[config.mk]
export PLATFORM = sky130hd
export DESIGN_NAME = fifo_handle_pool_allocator_top
export DESIGN_NICKNAME = d
export VERILOG_FILES = /design/src/rtl/core/hpa_pkg.sv /design/src/rtl/core/fifo_handle_pool_allocator_top.sv /design/src/rtl/core/hpa_ram.sv /design/src/rtl/core/hpa_ctrl.sv
export SDC_FILE = /design/constraint.sdc
export NUM_CORES = 2
export LEC_CHECK = 0
export BUFFER_PORTS_ARGS = -buffer_cell sky130_fd_sc_hd__buf_2
export CAP_MARGIN = 20
export CORE_MARGIN = 2
export CORE_UTILIZATION = 40
export CTS_CLUSTER_SIZE = 14
export DETAILED_ROUTE_END_ITERATION = 10
export PLACE_DENSITY = 0.64
export SLEW_MARGIN = 5
export SYNTH_ARGS = -nofsm -noshare
export SYNTH_HDL_FRONTEND = slang
export SYNTH_SLANG_ARGS = --single-unit
[constraint.sdc]
create_clock -name clock -period 30.3 [get_ports clock]
set_input_delay 6.06 -clock clock [delete_from_list [all_inputs] [get_ports clock]]
set_output_delay 6.06 -clock clock [all_outputs]
set_load 0.03 [all_outputs]
[src/rtl/core/hpa_pkg.sv]
// Package for the handle pool allocator: request and status codes, sequencer states
// and the fixed handle geometry. Used by the top level, the sequencer and the testbench.
`timescale 1ns / 1ps
`default_nettype none

package hpa_pkg;

   localparam int HANDLE_W          = 8;
   localparam int SLOTS             = 1 << HANDLE_W;
   localparam int POOL_SIZE_DEFAULT = 256;

   typedef enum logic [1:0] {
      OP_ALLOC   = 2'd0,
      OP_TRY     = 2'd1,
      OP_RELEASE = 2'd2
   } op_type;

   typedef enum logic [1:0] {
      STAT_OK        = 2'd0,
      STAT_NONE      = 2'd1,
      STAT_INVALID   = 2'd2,
      STAT_EXHAUSTED = 2'd3
   } status_type;

   typedef enum logic {
      S_IDLE = 1'b0,
      S_EXEC = 1'b1
   } state_type;

endpackage

`default_nettype wire

[src/rtl/core/fifo_handle_pool_allocator_top.sv]
// Top level of the handle pool allocator: sequencer plus in-use and free-queue RAMs.
// Depends on hpa_pkg, hpa_ram and hpa_ctrl.
//
//   Channel   Direction  Handshake            Payload
//   request   in         start & !busy        req_op, req_handle
//   response  out        rsp_valid (1 cycle)  rsp_granted_handle, rsp_status
//
// A request is accepted at an edge that reads both RAMs; the execute state then
// updates them, and busy holds off a new request until the sequencer is idle again.
// The response is registered and appears in the cycle after the execute cycle.
// Reset is synchronous; no clearing pass is needed since the mint counter marks
// which in-use entries were ever written. The receiver cannot stall responses.
`timescale 1ns / 1ps
`default_nettype none

module fifo_handle_pool_allocator_top
   import hpa_pkg::*;
#(
   parameter int POOL_SIZE  = POOL_SIZE_DEFAULT,
   localparam int MINT_LIMIT = (POOL_SIZE > SLOTS) ? SLOTS : POOL_SIZE,
   localparam int IDX_W      = $clog2(MINT_LIMIT)
) (
   input  wire logic                clock,
   input  wire logic                reset,
   input  wire logic                start,
   output logic                     busy,
   input  wire logic [1:0]          req_op,
   input  wire logic [HANDLE_W-1:0] req_handle,
   output logic                     rsp_valid,
   output logic [HANDLE_W-1:0]      rsp_granted_handle,
   output logic [1:0]               rsp_status
);

   logic                use_rd_en;
   logic [IDX_W-1:0]    use_rd_addr;
   logic                use_rd_data;
   logic                use_wr_en;
   logic [IDX_W-1:0]    use_wr_addr;
   logic                use_wr_data;
   logic                que_rd_en;
   logic [IDX_W-1:0]    que_rd_addr;
   logic [HANDLE_W-1:0] que_rd_data;
   logic                que_wr_en;
   logic [IDX_W-1:0]    que_wr_addr;
   logic [HANDLE_W-1:0] que_wr_data;

   hpa_ctrl #(
      .MINT_LIMIT (MINT_LIMIT)
   ) u_ctrl (
      .clock              (clock),
      .reset              (reset),
      .start              (start),
      .busy               (busy),
      .req_op             (req_op),
      .req_handle         (req_handle),
      .rsp_valid          (rsp_valid),
      .rsp_granted_handle (rsp_granted_handle),
      .rsp_status         (rsp_status),
      .use_rd_en          (use_rd_en),
      .use_rd_addr        (use_rd_addr),
      .use_rd_data        (use_rd_data),
      .use_wr_en          (use_wr_en),
      .use_wr_addr        (use_wr_addr),
      .use_wr_data        (use_wr_data),
      .que_rd_en          (que_rd_en),
      .que_rd_addr        (que_rd_addr),
      .que_rd_data        (que_rd_data),
      .que_wr_en          (que_wr_en),
      .que_wr_addr        (que_wr_addr),
      .que_wr_data        (que_wr_data)
   );

   hpa_ram #(
      .WIDTH (1),
      .DEPTH (MINT_LIMIT)
   ) u_use_ram (
      .clock   (clock),
      .rd_en   (use_rd_en),
      .rd_addr (use_rd_addr),
      .rd_data (use_rd_data),
      .wr_en   (use_wr_en),
      .wr_addr (use_wr_addr),
      .wr_data (use_wr_data)
   );

   hpa_ram #(
      .WIDTH (HANDLE_W),
      .DEPTH (MINT_LIMIT)
   ) u_que_ram (
      .clock   (clock),
      .rd_en   (que_rd_en),
      .rd_addr (que_rd_addr),
      .rd_data (que_rd_data),
      .wr_en   (que_wr_en),
      .wr_addr (que_wr_addr),
      .wr_data (que_wr_data)
   );

endmodule

`default_nettype wire

[src/rtl/core/hpa_ram.sv]
// Simple dual-port synchronous RAM with one write port and one registered read port.
// Standalone; no package dependencies.
`timescale 1ns / 1ps
`default_nettype none

module hpa_ram #(
   parameter int WIDTH = 8,
   parameter int DEPTH = 256,
   localparam int AW   = (DEPTH > 1) ? $clog2(DEPTH) : 1
) (
   input  wire logic             clock,
   input  wire logic             rd_en,
   input  wire logic [AW-1:0]    rd_addr,
   output logic      [WIDTH-1:0] rd_data,
   input  wire logic             wr_en,
   input  wire logic [AW-1:0]    wr_addr,
   input  wire logic [WIDTH-1:0] wr_data
);

   logic [WIDTH-1:0] mem [DEPTH];
   logic [WIDTH-1:0] rd_data_ff;

   always_ff @(posedge clock) begin
      if (wr_en) begin
         mem[wr_addr] <= wr_data;
      end
   end

   // Read data is registered and holds until the next read, so the sequencer can use it in the cycle after the read.
   always_ff @(posedge clock) begin
      if (rd_en) begin
         rd_data_ff <= mem[rd_addr];
      end
   end

   assign rd_data = rd_data_ff;

endmodule

`default_nettype wire

[src/rtl/core/hpa_ctrl.sv]
// Request sequencer of the handle pool allocator: queue pointers, mint counter and the
// read-modify-write of the in-use and free-queue RAMs. Depends on hpa_pkg.
`timescale 1ns / 1ps
`default_nettype none

module hpa_ctrl
   import hpa_pkg::*;
#(
   parameter int MINT_LIMIT = SLOTS,
   localparam int IDX_W     = $clog2(MINT_LIMIT),
   localparam int CNT_W     = $clog2(MINT_LIMIT + 1)
) (
   input  wire logic                clock,
   input  wire logic                reset,
   input  wire logic                start,
   output logic                     busy,
   input  wire logic [1:0]          req_op,
   input  wire logic [HANDLE_W-1:0] req_handle,
   output logic                     rsp_valid,
   output logic [HANDLE_W-1:0]      rsp_granted_handle,
   output logic [1:0]               rsp_status,
   // In-use bit RAM
   output logic                     use_rd_en,
   output logic [IDX_W-1:0]         use_rd_addr,
   input  wire logic                use_rd_data,
   output logic                     use_wr_en,
   output logic [IDX_W-1:0]         use_wr_addr,
   output logic                     use_wr_data,
   // Free-queue RAM
   output logic                     que_rd_en,
   output logic [IDX_W-1:0]         que_rd_addr,
   input  wire logic [HANDLE_W-1:0] que_rd_data,
   output logic                     que_wr_en,
   output logic [IDX_W-1:0]         que_wr_addr,
   output logic [HANDLE_W-1:0]      que_wr_data
);

   state_type            state_ff, state_in;
   logic [1:0]           op_ff;
   logic [HANDLE_W-1:0]  handle_ff;
   logic [IDX_W-1:0]     head_ff, head_in;
   logic [IDX_W-1:0]     tail_ff, tail_in;
   logic [CNT_W-1:0]     qcount_ff, qcount_in;
   logic [CNT_W-1:0]     fresh_ff, fresh_in;
   logic                 rsp_valid_ff, rsp_valid_in;
   logic [HANDLE_W-1:0]  rsp_handle_ff, rsp_handle_in;
   status_type           rsp_status_ff, rsp_status_in;

   logic                 accept;
   logic                 queue_nonempty;
   logic                 can_mint;
   logic                 handle_minted;
   logic                 handle_in_use;
   logic [IDX_W-1:0]     head_next;
   logic [IDX_W-1:0]     tail_next;

   assign accept = start && (state_ff == S_IDLE);

   // Next state.
   always_comb begin
      state_in = state_ff;
      case (state_ff)
         S_IDLE: begin
            if (accept) begin
               state_in = S_EXEC;
            end
         end
         S_EXEC: begin
            state_in = S_IDLE;
         end
         default: begin
            state_in = S_IDLE;
         end
      endcase
   end

   // State outputs.
   always_comb begin
      case (state_ff)
         S_IDLE:  busy = 1'b0;
         S_EXEC:  busy = 1'b1;
         default: busy = 1'b1;
      endcase
   end

   // Both RAMs are read at the accept edge; the data is ready in the execute cycle.
   assign use_rd_en   = accept;
   assign use_rd_addr = req_handle[IDX_W-1:0];
   assign que_rd_en   = accept;
   assign que_rd_addr = head_ff;

   assign queue_nonempty = (qcount_ff != '0);
   assign can_mint       = (fresh_ff != CNT_W'(MINT_LIMIT));
   // Handles at or above the mint counter were never written into the in-use RAM.
   assign handle_minted  = (9'(handle_ff) < 9'(fresh_ff));
   assign handle_in_use  = handle_minted && use_rd_data;

   assign head_next = (head_ff == IDX_W'(MINT_LIMIT - 1)) ? '0 : head_ff + 1'b1;
   assign tail_next = (tail_ff == IDX_W'(MINT_LIMIT - 1)) ? '0 : tail_ff + 1'b1;

   always_comb begin
      head_in       = head_ff;
      tail_in       = tail_ff;
      qcount_in     = qcount_ff;
      fresh_in      = fresh_ff;
      rsp_valid_in  = 1'b0;
      rsp_handle_in = '0;
      rsp_status_in = STAT_OK;
      use_wr_en     = 1'b0;
      use_wr_addr   = fresh_ff[IDX_W-1:0];
      use_wr_data   = 1'b0;
      que_wr_en     = 1'b0;
      que_wr_addr   = tail_ff;
      que_wr_data   = handle_ff;
      if (state_ff == S_EXEC) begin
         rsp_valid_in = 1'b1;
         case (op_ff)
            OP_ALLOC, OP_TRY: begin
               if (queue_nonempty) begin
                  rsp_handle_in = que_rd_data;
                  head_in       = head_next;
                  qcount_in     = qcount_ff - 1'b1;
                  use_wr_en     = 1'b1;
                  use_wr_addr   = que_rd_data[IDX_W-1:0];
                  use_wr_data   = 1'b1;
               end else if (op_ff == OP_TRY) begin
                  rsp_status_in = STAT_NONE;
               end else if (can_mint) begin
                  rsp_handle_in = HANDLE_W'(fresh_ff);
                  fresh_in      = fresh_ff + 1'b1;
                  use_wr_en     = 1'b1;
                  use_wr_data   = 1'b1;
               end else begin
                  rsp_status_in = STAT_EXHAUSTED;
               end
            end
            OP_RELEASE: begin
               if (!handle_in_use || qcount_ff == CNT_W'(MINT_LIMIT)) begin
                  rsp_status_in = STAT_INVALID;
               end else begin
                  use_wr_en   = 1'b1;
                  use_wr_addr = handle_ff[IDX_W-1:0];
                  que_wr_en   = 1'b1;
                  tail_in     = tail_next;
                  qcount_in   = qcount_ff + 1'b1;
               end
            end
            default: begin
               rsp_status_in = STAT_OK;
            end
         endcase
      end
   end

   always_ff @(posedge clock) begin
      if (reset) begin
         state_ff     <= S_IDLE;
         head_ff      <= '0;
         tail_ff      <= '0;
         qcount_ff    <= '0;
         fresh_ff     <= '0;
         rsp_valid_ff <= 1'b0;
      end else begin
         state_ff     <= state_in;
         head_ff      <= head_in;
         tail_ff      <= tail_in;
         qcount_ff    <= qcount_in;
         fresh_ff     <= fresh_in;
         rsp_valid_ff <= rsp_valid_in;
      end
   end

   always_ff @(posedge clock) begin
      if (accept) begin
         op_ff     <= req_op;
         handle_ff <= req_handle;
      end
      rsp_handle_ff <= rsp_handle_in;
      rsp_status_ff <= rsp_status_in;
   end

   assign rsp_valid          = rsp_valid_ff;
   assign rsp_granted_handle = rsp_handle_ff;
   assign rsp_status         = rsp_status_ff;

`ifndef SYNTHESIS
   a_rsp_after_exec: assert property (@(posedge clock) disable iff (reset)
      rsp_valid_ff |-> $past(state_ff == S_EXEC))
      else $error("response without an executed request");

   a_accept_exec: assert property (@(posedge clock) disable iff (reset)
      accept |=> (state_ff == S_EXEC))
      else $error("accepted request did not reach execute");

   a_queue_le_minted: assert property (@(posedge clock) disable iff (reset)
      qcount_ff <= fresh_ff)
      else $error("free queue holds more handles than were minted");

   a_fresh_limit: assert property (@(posedge clock) disable iff (reset)
      fresh_ff <= CNT_W'(MINT_LIMIT))
      else $error("mint counter past the pool size");

   a_exhausted_cause: assert property (@(posedge clock) disable iff (reset)
      (rsp_valid_ff && rsp_status_ff == STAT_EXHAUSTED) |->
         (qcount_ff == '0 && fresh_ff == CNT_W'(MINT_LIMIT)))
      else $error("exhaustion reported with handles still available");
`endif

endmodule

`default_nettype wire

==> results_dict.tcl <==
set metrics [dict create \
    yosys.area.top_type_share_pct 74.5 \
    fp-row-count 177 \
    clockRootBuffer "clkbuf_16" \
    fp.dieW_um 488 \
    fin_tns_setup_ps 0 \
    cts_buffer_depth 3 \
    tightestPinTransition_ps 1250 \
    crit_arrival_ps 9010 \
    grt_pass1_vias 47300 \
    clock_skew_ps 49.9 \
    grt_pass1_wl_um 345000 \
    grt_max_degree 193 \
    insertion_delay_ps 870 \
    start_kind "primary input" \
    port_buffers 24 \
    yosysWarningCount 0 \
    max_stage_delay_ps 790 \
    setup_viol 0 \
    final_nets 4870 \
    rsz0062_at_grt "false" \
    cts_made_buffers 221 \
    ctsResizeCount 0 \
    syn_inst 4763 \
    n_fill_cell 19500 \
    slowest_stage "buf_4" \
    hold_viol 0 \
    ys_seq_area_share_pct 75.5 \
    seqCellArea_um2 70700 \
    ant_nets 0 \
    antenna_found_initial 7 \
    syn_to_final_growth_pct 11.4 \
    cts_sinks 2369 \
    viasPerCell 5.97 \
    post_cts_buffers 0 \
    slew_viol_final 0 \
    drive_above_1_share_pct 21.2 \
    htree_num_levels 4 \
    end_kind "flip-flop" \
    synth-seq-cells 2369 \
    place.gp.congestion 0.880 \
    maxCapViolations 0 \
    yosysTopAreaCell "edfxtp_1" \
    ys_types 81 \
    ir_drop_v 0.0000475 \
    core_area_um2 233000 \
    p_per_area_nw_per_um2 63.0 \
    post_dp_cell_area_um2 97200 \
    total_leakage_power_nw 30.6 \
    critical_path.max_fanout 46 \
    outcome "finished, final reports clean" \
    grt_overflow 0 \
    synth_area_leaders "edfxtp_1 75%, mux4_2 14%, nor2_1 2.1%" \
    dieArea_um2 238000 \
    wl_per_cell_um 29.9 \
    syn_area_per_cell_um2 19.7 \
    start_util_pct 40.3 \
    synthArstFlopShare_pct 0 \
    place_hpwl_um 142000 \
    num_vias 48200 \
    max_freq_mhz 119 \
    crit_start "req_handle[0]" \
    period_minus_slack_ps 8400 \
    finalCritPeriodShare_pct 27.7 \
    relSlewSlack_pct 16.5 \
    clk_pin_slew_ps 60 \
    drt_first_pass_iters 6 \
    reg2reg_from "u_ctrl.que_wr_data[2]" \
    fin_area_um2 104000 \
    drtIter0Drc 6938 \
    crit_required_ps 30910 \
    hp-class "flip-flop to flip-flop" \
    cts_hold_buf 0 \
    track_usage_pct 20.0 \
    hp-start "u_ctrl.qcount_ff[5]" \
    wl_um 241000 \
    cts_tree "yes" \
    ys.flop_type "edfxtp_1" \
    die_h_um 488 \
    multi_input_area_um2 21600 \
    drc 0 \
    synth_fp_nets 4798 \
    netlist_area_um2 93600 \
    num_io_pins 25 \
    synth_edf_count 2323 \
    path_cells "buf_4 > buf_4 > mux4_2 > a22oi_1 > nand2_1 > a211oi_1 > a21oi_1 > mux4_2" \
    worstSetupPathType "primary input to flip-flop" \
]
==> through the flow <==
stage	setup slack [ps]	power [mW]	hold slack, ps	cells	utilization, %
floorplan	20010	3.85	456	4763	-
global placement	20970	3.91	477	7651	41.8
detailed placement	20960	3.92	490	7652	41.8
CTS	21900	6.59	499	8057	44.8
global route	21660	6.73	532	8061	44.8
finish	21900	6.56	500	8061	44.8
==> path summary, 6_finish.rpt <==
| path | endpoint | slack (ps) | cells after the start |
|---|---|---|---|
| setup / recovery | u_use_ram.rd_data | 21900 | 8 |
| hold / removal | u_ctrl.qcount_ff[5] | 500 | 2 |
| setup reg to reg | u_que_ram.mem[220][2] | 24430 | 10 |
| hold reg to reg | u_ctrl.qcount_ff[5] | 500 | 2 |
==> kinds of logic after synthesis <==
kind of cell    synth area share, %
buf+inv                        1.46
flops                          75.5
mux                            14.9
fa+ha+maj                     0.302
compound gates                 3.48
xor+xnor                      0.271
simple gates                   4.04
==> sequential cells by signal, summed over array words and instances, names as in the netlist <==
register                   cells
u_ctrl.rsp_valid               1
u_ctrl.fresh_ff                9
u_ctrl.qcount_ff               9
u_que_ram.mem               2048
u_ctrl.que_wr_addr             8
u_use_ram.rd_data              1
u_ctrl.rsp_granted_handle      8
u_ctrl.rsp_status              2
u_ctrl.que_rd_addr             8
u_ctrl.state_ff                1
u_ctrl.que_wr_data             8
u_ctrl.op_ff                   2
u_que_ram.rd_data              8
u_use_ram.mem                256
==> layout by cell type (no fill, tap or decap), types with 65 or more instances in the layout <==
cell type	count
mux4_2	567
buf_4	106
mux2i_1	111
a22oi_1	103
nor3_1	65
nor2_1	533
clkbuf_1	65
a21oi_1	94
clkbuf_16	224
nand2_1	167
edfxtp_1	2323
==> worst max-delay path: cells and delay by family <==
kind                   cells  cell delay (ps)
muxes                      2             1060
buffers and inverters      2             1120
AOI/OAI and AO/OA          3              600
and+or+nand+nor            1              120
==> routing by layer <==
| layer | global-route usage, % | up-vias | share of wire [%] |
|---|---|---|---|
| met3 | 4.58 | 428 | 9.9 |
| met2 | 30.7 | 2482 | 46 |
| li1 | - | 19700 | - |
| met1 | 28.5 | 25600 | 40 |
| met5 | 0 | - | 0.0054 |
| met4 | 6.25 | 2 | 3.3 |
==> cell usage after synthesis, types with 20 or more instances <==
library cell and count:
a211oi_1 25, a21oi_1 95, a221oi_1 29, a22oi_1 103, buf_1 26, buf_2 90
buf_4 26, clkbuf_1 146, dfxtp_1 46, edfxtp_1 2323, ha_1 21, mux2i_1 111
mux4_2 567, nand2_1 168, nand3_1 46, nor2_1 536, nor2b_1 21, nor3_1 66
o21ai_0 34, o221ai_1 23, o22ai_1 26, xnor2_1 20
==> where the power goes <==
group	switching [mW]	internal, mW	total (mW)
sequential	0.00500	3.60	3.61
combinational	0.155	0.0850	0.240
clock	1.22	1.50	2.72
total	1.38	5.19	6.56
==> cell type report <==
cell class,count,area share [%]
Tap cell,3043,3.65
Clock buffer,290,5.62
Inverter,19,0.0684
Sequential cell,2369,67.8
Antenna cell,1,0.00240
Timing Repair Buffer,137,1.03
Clock inverter,115,1.09
Multi-Input combinational cell,2087,20.7
No activity file was read; power rests on OpenSTA's default activity.
